===== src/rtl/plc_pkg.sv =====
// ----------------------------------------------------------------------------
// plc_pkg: shared types and constants for the positional list engine
// Operation codes, field widths, list capacity and the per-cell command.
// ----------------------------------------------------------------------------
package plc_pkg;

  localparam int DEPTH  = 64;
  localparam int IDX_W  = $clog2(DEPTH);
  localparam int CNT_W  = $clog2(DEPTH + 1);
  localparam int OP_W   = 3;
  localparam int POS_W  = 7;
  localparam int VAL_W  = 32;
  localparam int LEN_W  = 7;
  localparam int GRP_SZ = 8;
  localparam int GRP_N  = (DEPTH + GRP_SZ - 1) / GRP_SZ;

  typedef enum logic [OP_W-1:0] {
    OP_INSERT = 3'd0,
    OP_REMOVE = 3'd1,
    OP_GET    = 3'd2,
    OP_SET    = 3'd3,
    OP_SEARCH = 3'd4
  } plc_op_t;

  typedef enum logic [1:0] {
    ST_IDLE,
    ST_CELL,
    ST_DONE
  } plc_state_t;

  // Broadcast to every cell; all flags are zero outside an accepted transaction
  typedef struct packed {
    logic             shift_in;
    logic             shift_out;
    logic             write;
    logic             get;
    logic             search;
    logic [IDX_W-1:0] slot;
    logic [CNT_W-1:0] count;
    logic [VAL_W-1:0] value;
  } plc_cmd_t;

endpackage


===== src/rtl/plc_cell.sv =====
// ----------------------------------------------------------------------------
// plc_cell: one list slot
// Holds one entry, shifts with its neighbors on insert/remove, and registers
// its search match and get read-out for the reduction stage.
// ----------------------------------------------------------------------------
module plc_cell (
  input  logic                     clk,
  input  logic [plc_pkg::IDX_W-1:0] cell_idx,
  input  plc_pkg::plc_cmd_t         cmd,
  input  logic [plc_pkg::VAL_W-1:0] left_data,
  input  logic [plc_pkg::VAL_W-1:0] right_data,
  output logic [plc_pkg::VAL_W-1:0] data,
  output logic                      hit,
  output logic [plc_pkg::VAL_W-1:0] rd
);
  import plc_pkg::*;

  logic [VAL_W-1:0] data_r, data_nxt;
  logic             hit_r, hit_nxt;
  logic [VAL_W-1:0] rd_r, rd_nxt;
  logic             at_slot;
  logic             past_slot;
  logic             live;

  always_comb begin
    at_slot   = (cell_idx == cmd.slot);
    past_slot = (cell_idx > cmd.slot);
    live      = (CNT_W'(cell_idx) < cmd.count);

    data_nxt = data_r;
    if ((cmd.shift_in || cmd.write) && at_slot) begin
      data_nxt = cmd.value;
    end else if (cmd.shift_in && past_slot) begin
      data_nxt = left_data;
    end else if (cmd.shift_out && (at_slot || past_slot)) begin
      data_nxt = right_data;
    end

    hit_nxt = cmd.search && live && (data_r == cmd.value);
    rd_nxt  = (cmd.get && at_slot) ? data_r : '0;
  end

  always_ff @(posedge clk) begin
    data_r <= data_nxt;
    hit_r  <= hit_nxt;
    rd_r   <= rd_nxt;
  end

  assign data = data_r;
  assign hit  = hit_r;
  assign rd   = rd_r;

endmodule


===== config.mk =====
export PLATFORM = sky130hd
export DESIGN_NAME = plc_cell
export DESIGN_NICKNAME = d
export VERILOG_FILES = /design/src/rtl/plc_pkg.sv /design/src/rtl/plc_cell.sv
export SDC_FILE = /design/constraint.sdc
export NUM_CORES = 1
export LEC_CHECK = 0
export BUFFER_PORTS_ARGS = -buffer_cell sky130_fd_sc_hd__buf_2
export CORE_MARGIN = 3
export CORE_UTILIZATION = 44
export DETAILED_ROUTE_END_ITERATION = 10
export GPL_TIMING_DRIVEN = 0
export PLACE_DENSITY = 0.8
export SETUP_SLACK_MARGIN = 0.5
export SLEW_MARGIN = 5
export SYNTH_ARGS = -nofsm -noshare
export SYNTH_HDL_FRONTEND = slang
export SYNTH_SLANG_ARGS = --single-unit

===== constraint.sdc =====
create_clock -name clk -period 3.55 [get_ports clk]
set_input_delay 0.1775 -clock clk [delete_from_list [all_inputs] [get_ports clk]]
set_output_delay 0.1775 -clock clk [all_outputs]
set_load 0.1 [all_outputs]

==> reports/results.txt, run 1 <==
Hold Fails Final Rpt - 0
Residual DRC - 0
Final worst setup slack - 1.09 ns
Fillers - 580
Crit Path Max Fanout - 18
Detail Placement HPWL - 7860 um
Total power - 2.47 mW
Syn_nets - 428
Synth area leaders - edfxtp_1 (30%), dfxtp_1 (20%), mux2i_1 (9.9%)
Status - finished, final reports clean
CP max stage delay - 0.52 ns
Kind of cell adding the most delay to the critical path - simple AND/OR/NAND/NOR gates
FF-to-FF path depth - 5
Die Span X - 91.6 um
Slew Limit Fails - 0
Bufs on Longest Clock Path - 2
Period utilisation layout - 69.3%
Antenna violations before repair - 0
CP Capture Type - flip-flop
Mean routed wirelength per cell - 16.9 um
RSZ-0062 raised after global routing - false
Worst Skew - 0.00725 ns
Die ar. - 8390 sq um
Mapped cell area - 3230 sq um
Worst-path clk slew - 0.07 ns
Total CTS buffers - 9
Area post-placement - 4310 sq um
Pwr dens - 545 nW/um^2
HP Class - in2reg
Yosys warnings - 0
Most used cell along the critical path - nor2_1
First-pass GRT wire length - 15400 um
Terminus of the critical flop-to-flop path - hit$_DFF_P_
Cell with the largest stage delay on the worst path - nor2_1
Worst Path Class, Setup - in2reg
Crit path buf inv count - 3
Area grow syn2layout - 40.5%
Post-synthesis area per instance - 10.9 sq um
Count of cell types in the netlist - 29
Maximum vdd drop - 0.450 mV
Fmax - 407 MHz
# setup viols final - 0
R2R Setup Slk - 2.02 ns
Post-CTS Setup Repair Bufs - 0
Crit start category - primary input
Critical path depth in cells - 8
Final Instance Area - 4530 sq um
Boundary Pins - 186
Crit path cell chain - buf_2, ha_1, nand4_2, nor2_1, clkbuf_1, nor2_1, nor2_4, buf_16
Area taken by flip-flops and latches - 1620 sq um
Worst slew margin - 57.8%
Antenna cells - 0
Synth Flop Type - dfxtp_1
Grt total ovfl - 0
EDFF count, synth - 32
Initial core utilization - 46.5%
Root buffer cell - clkbuf_8
Arrival time worst endpoint - 2.51 ns
Reg-to-reg critical path startpoint - data[30]$_DFFE_PP_
DR iter-0 viols - 117
Slew @ Worst Pin - 0.631 ns
Worst setup path end - data[4]$_DFFE_PP_
DR pass1 iterations - 4
Cells after Synth - 296
Crit path from - cell_idx[5]
Gr usage total - 23.8%
Final hold slack - 0.0983 ns
Total wire length - 10100 um
Synth Register Bits - 65
Largest net degree at the start of global routing - 19
Worst-Skew Late Latency - 0.34 ns
Register area share after synthesis - 50.3%
Multi-input gate area - 1460 sq um
Total of max-cap violations - 0
Clock sinks - 65
Post-synthesis async set-or-reset flop share - 0%
H-tree levels - 3
Leak - 2.24 nW
Vias in the first global route - 3105
Worst Path Required - 3.60 ns
CTS tree - built
Vias/cell - 4.98
Vias - 2961
Final net count - 625
Post-CTS Hold Fix Bufs - 0
PortBufs - 185
GP Congestion - 0.804
Pre-CTS setup slack - 0.692 ns
Area share of the largest cell type after synthesis - 29.8%
Setup TNS - 0 ns
Layout cells sized above 1 - 42.6%
Final ANT Viol Nets - 0
Height of the die - 91.6 um
Post_cts resized - 0
Final Critical Period - 2.46 ns
Core Footprint - 6940 sq um
Rows - 30
Synth area leader - edfxtp_1
==> how the worst min path moves through the flow <==
| stage | from | end | slack (ns) | cells after the start |
|---|---|---|---|---|
| CTS | cmd[45] | hit$_DFF_P_ | 0.08 | 3 |
| detailed placement | cmd[45] | hit$_DFF_P_ | 0.45 | 3 |
| floorplan | cmd[45] | hit$_DFF_P_ | 0.32 | 2 |
| finish | cmd[45] | hit$_DFF_P_ | 0.1 | 3 |
| global route | cmd[45] | hit$_DFF_P_ | 0.1 | 3 |
| global placement | cmd[45] | hit$_DFF_P_ | 0.44 | 3 |
==> final cells by class <==
type                            count  share of cell area, %
Sequential cell                    65                   35.8
Multi-Input combinational cell    204                   32.3
Timing Repair Buffer              186                   21.0
Clock buffer                       11                   3.59
Tap cell                           96                   2.65
Buffer                             15                   2.32
Clock inverter                      5                   1.35
Inverter                           12                  0.994
==> layout by cell type (no fill, tap or decap), drive strengths merged, types with 2 or more instances in the layout <==
cell type  count
nand4          6
ha            11
a21oi         35
inv           12
nor3           2
xor2          15
a21o           2
edfxtp        32
clkbuf        23
dfxtp         33
buf          189
nor2          35
nor4           4
and3          32
xnor2         17
mux2i         32
o21ai          3
clkinvlp       3
nand3          2
==> flip-flops by register name (all words and copies together), names as in the netlist <==
name,flops
hit,1
rd,32
data,32
==> cell families (layout without fill, tap and decap cells) <==
family | Yosys count | count (layout) | share of synthesized area [%]
adder cells (fa/ha/maj) | 11 | 11 | 4.27
AO/OA/AOI/OAI | 45 | 45 | 8.50
buffers and inverters | 27 | 229 | 4.65
multiplexers | 32 | 32 | 9.93
AND/OR/NAND/NOR | 84 | 84 | 13.7
XOR/XNOR | 32 | 32 | 8.69
flip-flops | 65 | 65 | 50.3
==> worst min-delay path, delay by kind of cell <==
family	cells	cell delay [ns]
compound gates	1	0.06
buf+inv	1	0.10
simple gates	1	0.05
==> synth_stat cells, types with 2 or more instances <==
cell,instances
nor4_1,4
xor2_1,15
nor2_1,35
and3_1,32
xnor2_1,17
ha_1,11
buf_12,3
mux2i_1,32
inv_1,12
nand4_1,5
o21ai_0,2
nor3_1,2
dfxtp_1,33
clkbuf_1,12
nand3_1,2
a21oi_1,35
edfxtp_1,32
==> through the flow <==
step / instances / util (%)
global placement: 577 / 61.5
detailed placement: 578 / 62.0
floorplan: 296 / -
CTS: 594 / 65.2
global route: 594 / 65.2
finish: 594 / 65.2
==> routing by layer <==
| layer | wire (um) | GRT usage, % |
|---|---|---|
| met5 | 0 | 0 |
| met4 | 91 | 8.04 |
| met3 | 661 | 4.92 |
| met2 | 5250 | 43.9 |
| met1 | 4060 | 27.0 |
==> where the power goes <==
group	leakage, nW	internal [mW]	total (mW)	switching [mW]
logic	1.57	0.207	0.858	0.652
clock network	0.103	0.387	0.686	0.299
registers	0.570	0.871	0.925	0.0548
total	2.24	1.46	2.47	1.00
Note: power is estimated with default switching activity, not from simulation.
==> run 2, diff against run 1 <==
Clock period 3.55 ns to 2.3 ns, I/O delays scaled along.
==> run 2 against run 1 <==
Effect of this change:
- sequential power up 55%
- critical path depth up 2
- die area unchanged
- via count down 0.14%
- utilization up 0.95 points
- cell count up 0.51%
- total power up 48%
- register-to-register slack worse by 1.4 ns
==> reports/results.txt, run 2 (same netlist as run 1, synthesis figures left out) <==
Status - finished, final reports clean
Worst-path clk slew - 0.08 ns (about the same)
Vias - 2957 (-0.14%)
Grt total ovfl - 0 (unchanged)
GP Congestion - 0.816 (+1.5%)
Most common cell after layout, fill and taps aside - buf_2
Vias/cell - 4.95 (-0.64%)
NetSw - 1.57 mW (+56%)
Antenna violations before repair - 0 (unchanged)
Vias in the first global route - 3047 (-1.9%)
Hold Fails Final Rpt - 0 (unchanged)
Die ar. - 8390 sq um (unchanged)
Comb pwr share - 36.9% (+2.1 points)
Layout cells sized above 1 - 44.3% (+1.7 points)
Antenna cells - 0 (unchanged)
Core Footprint - 6940 sq um (unchanged)
Cell with the largest stage delay on the worst path - ha_4
Internal power - 2.10 mW (+43%)
Area grow syn2layout - 42.5%
Final Critical Period - 1.66 ns
CTS tree - built
Largest net degree at the start of global routing - 17 (-2)
First-pass GRT wire length - 14900 um (-2.9%)
Die Span X - 91.6 um (unchanged)
HP Class - in2reg
Worst slew margin - 49.7% (-8.1 points)
Setup TNS - 0 ns (unchanged)
Worst-Skew Late Latency - 0.34 ns (about the same)
Total wire length - 9780 um (-2.8%)
Post-CTS Hold Fix Bufs - 0 (unchanged)
Most frequent cells in the layout - buf_2 (185), a21oi_1 (35), dfxtp_1 (33)
Crit path buf inv count - 4 (+1)
Initial core utilization - 46.5% (unchanged)
Bufs on Longest Clock Path - 2 (unchanged)
Arrival time worst endpoint - 1.74 ns (-0.77 ns)
Final hold slack - 0.0482 ns (-0.0502 ns)
CP max stage delay - 0.27 ns (-0.25 ns)
Gr usage total - 23.2% (-0.62 points)
Slew Limit Fails - 0 (unchanged)
Kind of cell adding the most delay to the critical path - compound AO/OA/AOI/OAI gates
Residual DRC - 0 (unchanged)
Total of max-cap violations - 0 (unchanged)
Crit path cell chain - buf_2, inv_1, ha_4, nand4_4, o21bai_4, a31oi_4, buf_4, buf_12, mux2i_1, a21oi_1
Fmax - 602 MHz
Detail Placement HPWL - 7750 um (-1.3%)
Worst Path Required - 2.38 ns (-1.22 ns)
Pwr dens - 798 nW/um^2 (+46%)
Maximum vdd drop - 0.509 mV (+13%)
Final ANT Viol Nets - 0 (unchanged)
Sw frac - 42.7% (+2.0 points)
Final net count - 628 (+0.48%)
H-tree levels - 3 (unchanged)
CP Capture Type - flip-flop
RSZ-0062 raised after global routing - false
Leak - 2.24 nW (+0.15%)
Rows - 30 (unchanged)
Clock share of power - 24.1% (-3.7 points)
Clock sinks - 65 (unchanged)
Total CTS buffers - 9 (unchanged)
PortBufs - 185 (unchanged)
Worst Path Class, Setup - in2reg
Boundary Pins - 186 (unchanged)
Period utilisation layout - 72.3%
Reg power frac - 38.9% (+1.4 points)
Crit Path Max Fanout - 3 (-15)
DR pass1 iterations - 4 (unchanged)
Crit start category - primary input
Worst Skew - 0.00442 ns (-0.00283 ns)
Slew @ Worst Pin - 0.750 ns (+0.119 ns)
DR iter-0 viols - 89 (-24%)
Mean routed wirelength per cell - 16.4 um (-3.3%)
Root buffer cell - clkbuf_8
# setup viols final - 0 (unchanged)
Height of the die - 91.6 um (unchanged)
-- run 2: timing repair --
action,CTS,global route
pin swaps,1,1
buffers inserted,0,3
cloned,1,0
resized for setup,1,0
endpoints found under the setup margin,32,8
-- run 2: final timing paths --
check	from	to	slack, ns	depth (start not counted)
worst max-delay path	cmd[41]	data[0]$_DFFE_PP_	0.64	10
worst min register to register	data[14]$_DFFE_PP_	rd[14]$_SDFF_PN0_	0.54	1
worst min-delay path	cmd[45]	hit$_DFF_P_	0.05	3
worst max register to register	data[14]$_DFFE_PP_	hit$_DFF_P_	0.66	5
-- run 2: cell type report --
type	count	area [sq um]
Buffer	15	115
Clock buffer	10	138
Clock inverter	6	42.5
Fill cell	572	2350
Inverter	12	45.0
Multi-Input combinational cell	205	1540
Sequential cell	65	1620
Tap cell	96	120
Timing Repair Buffer	188	973
-- run 2: power groups by stage --
stage	logic (mW)	registers (mW)	clock network, mW
after global placement	1.32	1.45	0
after CTS	1.35	1.43	0.901
after floorplan	0.307	2.15	0
after detailed placement	1.33	1.45	0
after global routing	1.41	1.44	0.954
final	1.35	1.43	0.885
-- run 2: metrics by stage --
step | cell area, sq um | util (%) | cells | power [mW] | worst slack [ns]
after floorplan | 3310 | - | 296 | 2.46 | 0.510
after global placement | 4360 | 62.8 | 577 | 2.76 | 0.0762
after detailed placement | 4360 | 62.8 | 577 | 2.79 | 0.0517
after CTS | 4550 | 65.5 | 594 | 3.67 | 0.511
after global routing | 4600 | 66.2 | 597 | 3.81 | 0.564
final | 4600 | 66.2 | 597 | 3.67 | 0.638
-- run 2: tightest hold or removal path, cell delays in order --
cell and delay [ns]:
buf_2 0.10, o2111ai_1 0.07, nor3_1 0.05
-- run 2: routing by layer --
metal  part of all wire (%)  vias to the layer above  wire, um  track usage (%)
met1                     41                     1361      4020             26.8
met2                     50                      128      4890             41.2
met4                    1.4                        0       134             8.17
li1                       -                     1457         -                -
met5                      0                        -         0                0
met3                    7.6                       11       746             5.99
==> run 3, diff against run 2 <==
Settings changed: CORE_UTILIZATION 44 to 40, PLACE_DENSITY 0.8 to 0.77.
Clock period 2.3 ns to 1.5 ns, I/O delays scaled along.
==> run 3 against run 2 <==
Effect of this change:
- the run now ends with setup timing left
- non-clock buffer count increased by 25
- clock power increased by 66%
- global-route usage increased by 2.3 points
- setup slack got worse by 0.77 ns
- register-to-register slack got worse by 0.74 ns
- hold slack improved by 0.0030 ns
- total power increased by 80%
- critical path type unchanged
- highest routed layer unchanged
==> reports/results.txt, run 3 (same netlist as run 1, synthesis figures left out) <==
Core Footprint - 7770 sq um (+12%)
Worst Path Class, Setup - in2reg
Worst Skew - 0.00682 ns (+0.00240 ns)
Die Span X - 95.8 um (+4.6%)
Total wire length - 13200 um (+35%)
Height of the die - 95.8 um (+4.6%)
Final hold slack - 0.0511 ns (+0.00297 ns)
RSZ-0062 raised after global routing - true
HP Class - in2reg
Hold Fails Final Rpt - 0 (unchanged)
Worst slew margin - 56.5% (+6.7 points)
Mean routed wirelength per cell - 21.0 um (+28%)
H-tree levels - 3 (unchanged)
CP Capture Type - flip-flop
Worst Path Required - 1.57 ns (-0.81 ns)
Crit Path Max Fanout - 5 (+2)
Period utilisation layout - 109%
Largest net degree at the start of global routing - 17 (unchanged)
Total power - 6.60 mW (+80%)
Pwr dens - 1060 nW/um^2 (+32%)
Status - finished, violations left
DR iter-0 viols - 114 (+28%)
Initial core utilization - 41.5% (-4.9 points)
Leak - 2.67 nW (+19%)
Vias in the first global route - 3351 (+10%)
Layout cells sized above 1 - 59.7% (+15 points)
Grt total ovfl - 0 (unchanged)
Slew Limit Fails - 0 (unchanged)
Failing checks - setup timing
Vias/cell - 5.27 (+6.4%)
Detail Placement HPWL - 7900 um (+1.9%)
Boundary Pins - 186 (unchanged)
Gr usage total - 25.5% (+2.3 points)
Maximum vdd drop - 0.600 mV (+18%)
Final worst setup slack - -0.135 ns (-0.773 ns)
Final Critical Period - 1.63 ns
Most frequent cells in the layout - buf_2 (112), buf_12 (48), buf_6 (33), nor2_1 (32), edfxtp_1 (32)
First-pass GRT wire length - 17200 um (+15%)
CTS tree - built
Antenna cells - 0 (unchanged)
GP Congestion - 0.814 (-0.26%)
Final ANT Viol Nets - 0 (unchanged)
Area grow syn2layout - 93.8%
DR pass1 iterations - 5 (+1)
Arrival time worst endpoint - 1.71 ns (-0.03 ns)
Worst-path clk slew - 0.07 ns (about the same)
Antenna violations before repair - 0 (unchanged)
Vias - 3310 (+12%)
Final net count - 653 (+4.0%)
Fmax - 612 MHz
Fillers - 427 (-25%)
Depth of the worst hold-timing path - 2 (-1)
Die ar. - 9180 sq um (+9.3%)
Rows - 32 (+6.7%)
Bufs on Longest Clock Path - 2 (unchanged)
Crit path from - cell_idx[5]
FF-to-FF path depth - 5 (unchanged)
Total of max-cap violations - 0 (unchanged)
Clock sinks - 65 (unchanged)
Total CTS buffers - 9 (unchanged)
# setup viols final - 33 (+33)
Min-Delay Startpoint - cmd[46]
Worst-Skew Late Latency - 0.34 ns (about the same)
Reg-to-reg critical path startpoint - data[24]$_DFFE_PP_
PortBufs - 185 (unchanged)
Residual DRC - 0 (unchanged)
Slew @ Worst Pin - 0.653 ns (-0.0965 ns)
Most common cell after layout, fill and taps aside - buf_2
Root buffer cell - clkbuf_8
Crit start category - primary input
-- run 3: changes by cell type in the layout (fill, tap and decap cells not counted), sizes merged --
| cell | change |
|---|---|
| clkinvlp | -2 |
| dlygate4sd3 | +1 |
| inv | -1 |
| clkbuf | +5 |
| buf | +21 |
| bufinv | +1 |
-- run 3: what timing repair did --
action,CTS,global route
gates resized for setup,233,105
cloned,2,5
pin swaps,9,10
hold buffers,1,0
endpoints found under the setup margin,150,146
buffers inserted,14,7
hold endpoints to repair,1,0
-- run 3: metrics by stage --
step | setup TNS, ns | utilization [%] | setup slack (ns) | cell area [sq um] | instances
global route | -3.63 | 80.5 | -0.181 | 6250 | 628
finish | -1.71 | 80.5 | -0.135 | 6250 | 628
floorplan | -10.89 | - | -0.282 | 3340 | 296
global placement | -43.10 | 56.6 | -0.795 | 4400 | 583
detailed placement | -44.44 | 56.6 | -0.825 | 4400 | 583
CTS | -0.301 | 72.6 | -0.0355 | 5640 | 616
-- run 3: worst paths after layout --
path / end / slack (ns)
max: data[22]$_DFFE_PP_ / -0.13
min reg2reg: rd[22]$_SDFF_PN0_ / 0.63
min: rd[27]$_SDFF_PN0_ / 0.05
max reg2reg: hit$_DFF_P_ / -0.08
-- run 3: worst max-delay path, cell delays in order --
cell      delay [ns]
buf_8           0.10
ha_4            0.28
nand4_4         0.13
o21bai_4        0.21
a31oi_4         0.22
buf_8           0.18
buf_12          0.15
mux2i_2         0.26
a21oi_1         0.10
-- run 3: layer usage --
layer,part of all wire [%],wire length (um),up-vias,global-route usage (%)
li1,-,-,1508,-
met1,35,4620,1577,27.9
met2,54,7140,186,45.9
met3,7.4,979,39,8.13
met4,3.6,469,0,9.36
met5,0,0,-,0
-- run 3: where the power goes --
part / leakage, nW / internal, mW / switching, mW
registers: 0.574 / 2.06 / 0.220
clock network: 0.0954 / 0.801 / 0.670
logic: 2.00 / 1.13 / 1.72
-- run 3: layout make-up --
type                    count  area (sq um)  share of cell area, %
well taps                 102           128                   2.04
clock buffers              12           145                   2.32
plain buffers              15           159                   2.54
inverters                  12          70.1                   1.12
clock inverters             4          42.5                  0.680
multi-input cells         205          1890                   30.2
repair buffers            213          2190                   35.0
flip-flops and latches     65          1630                   26.1
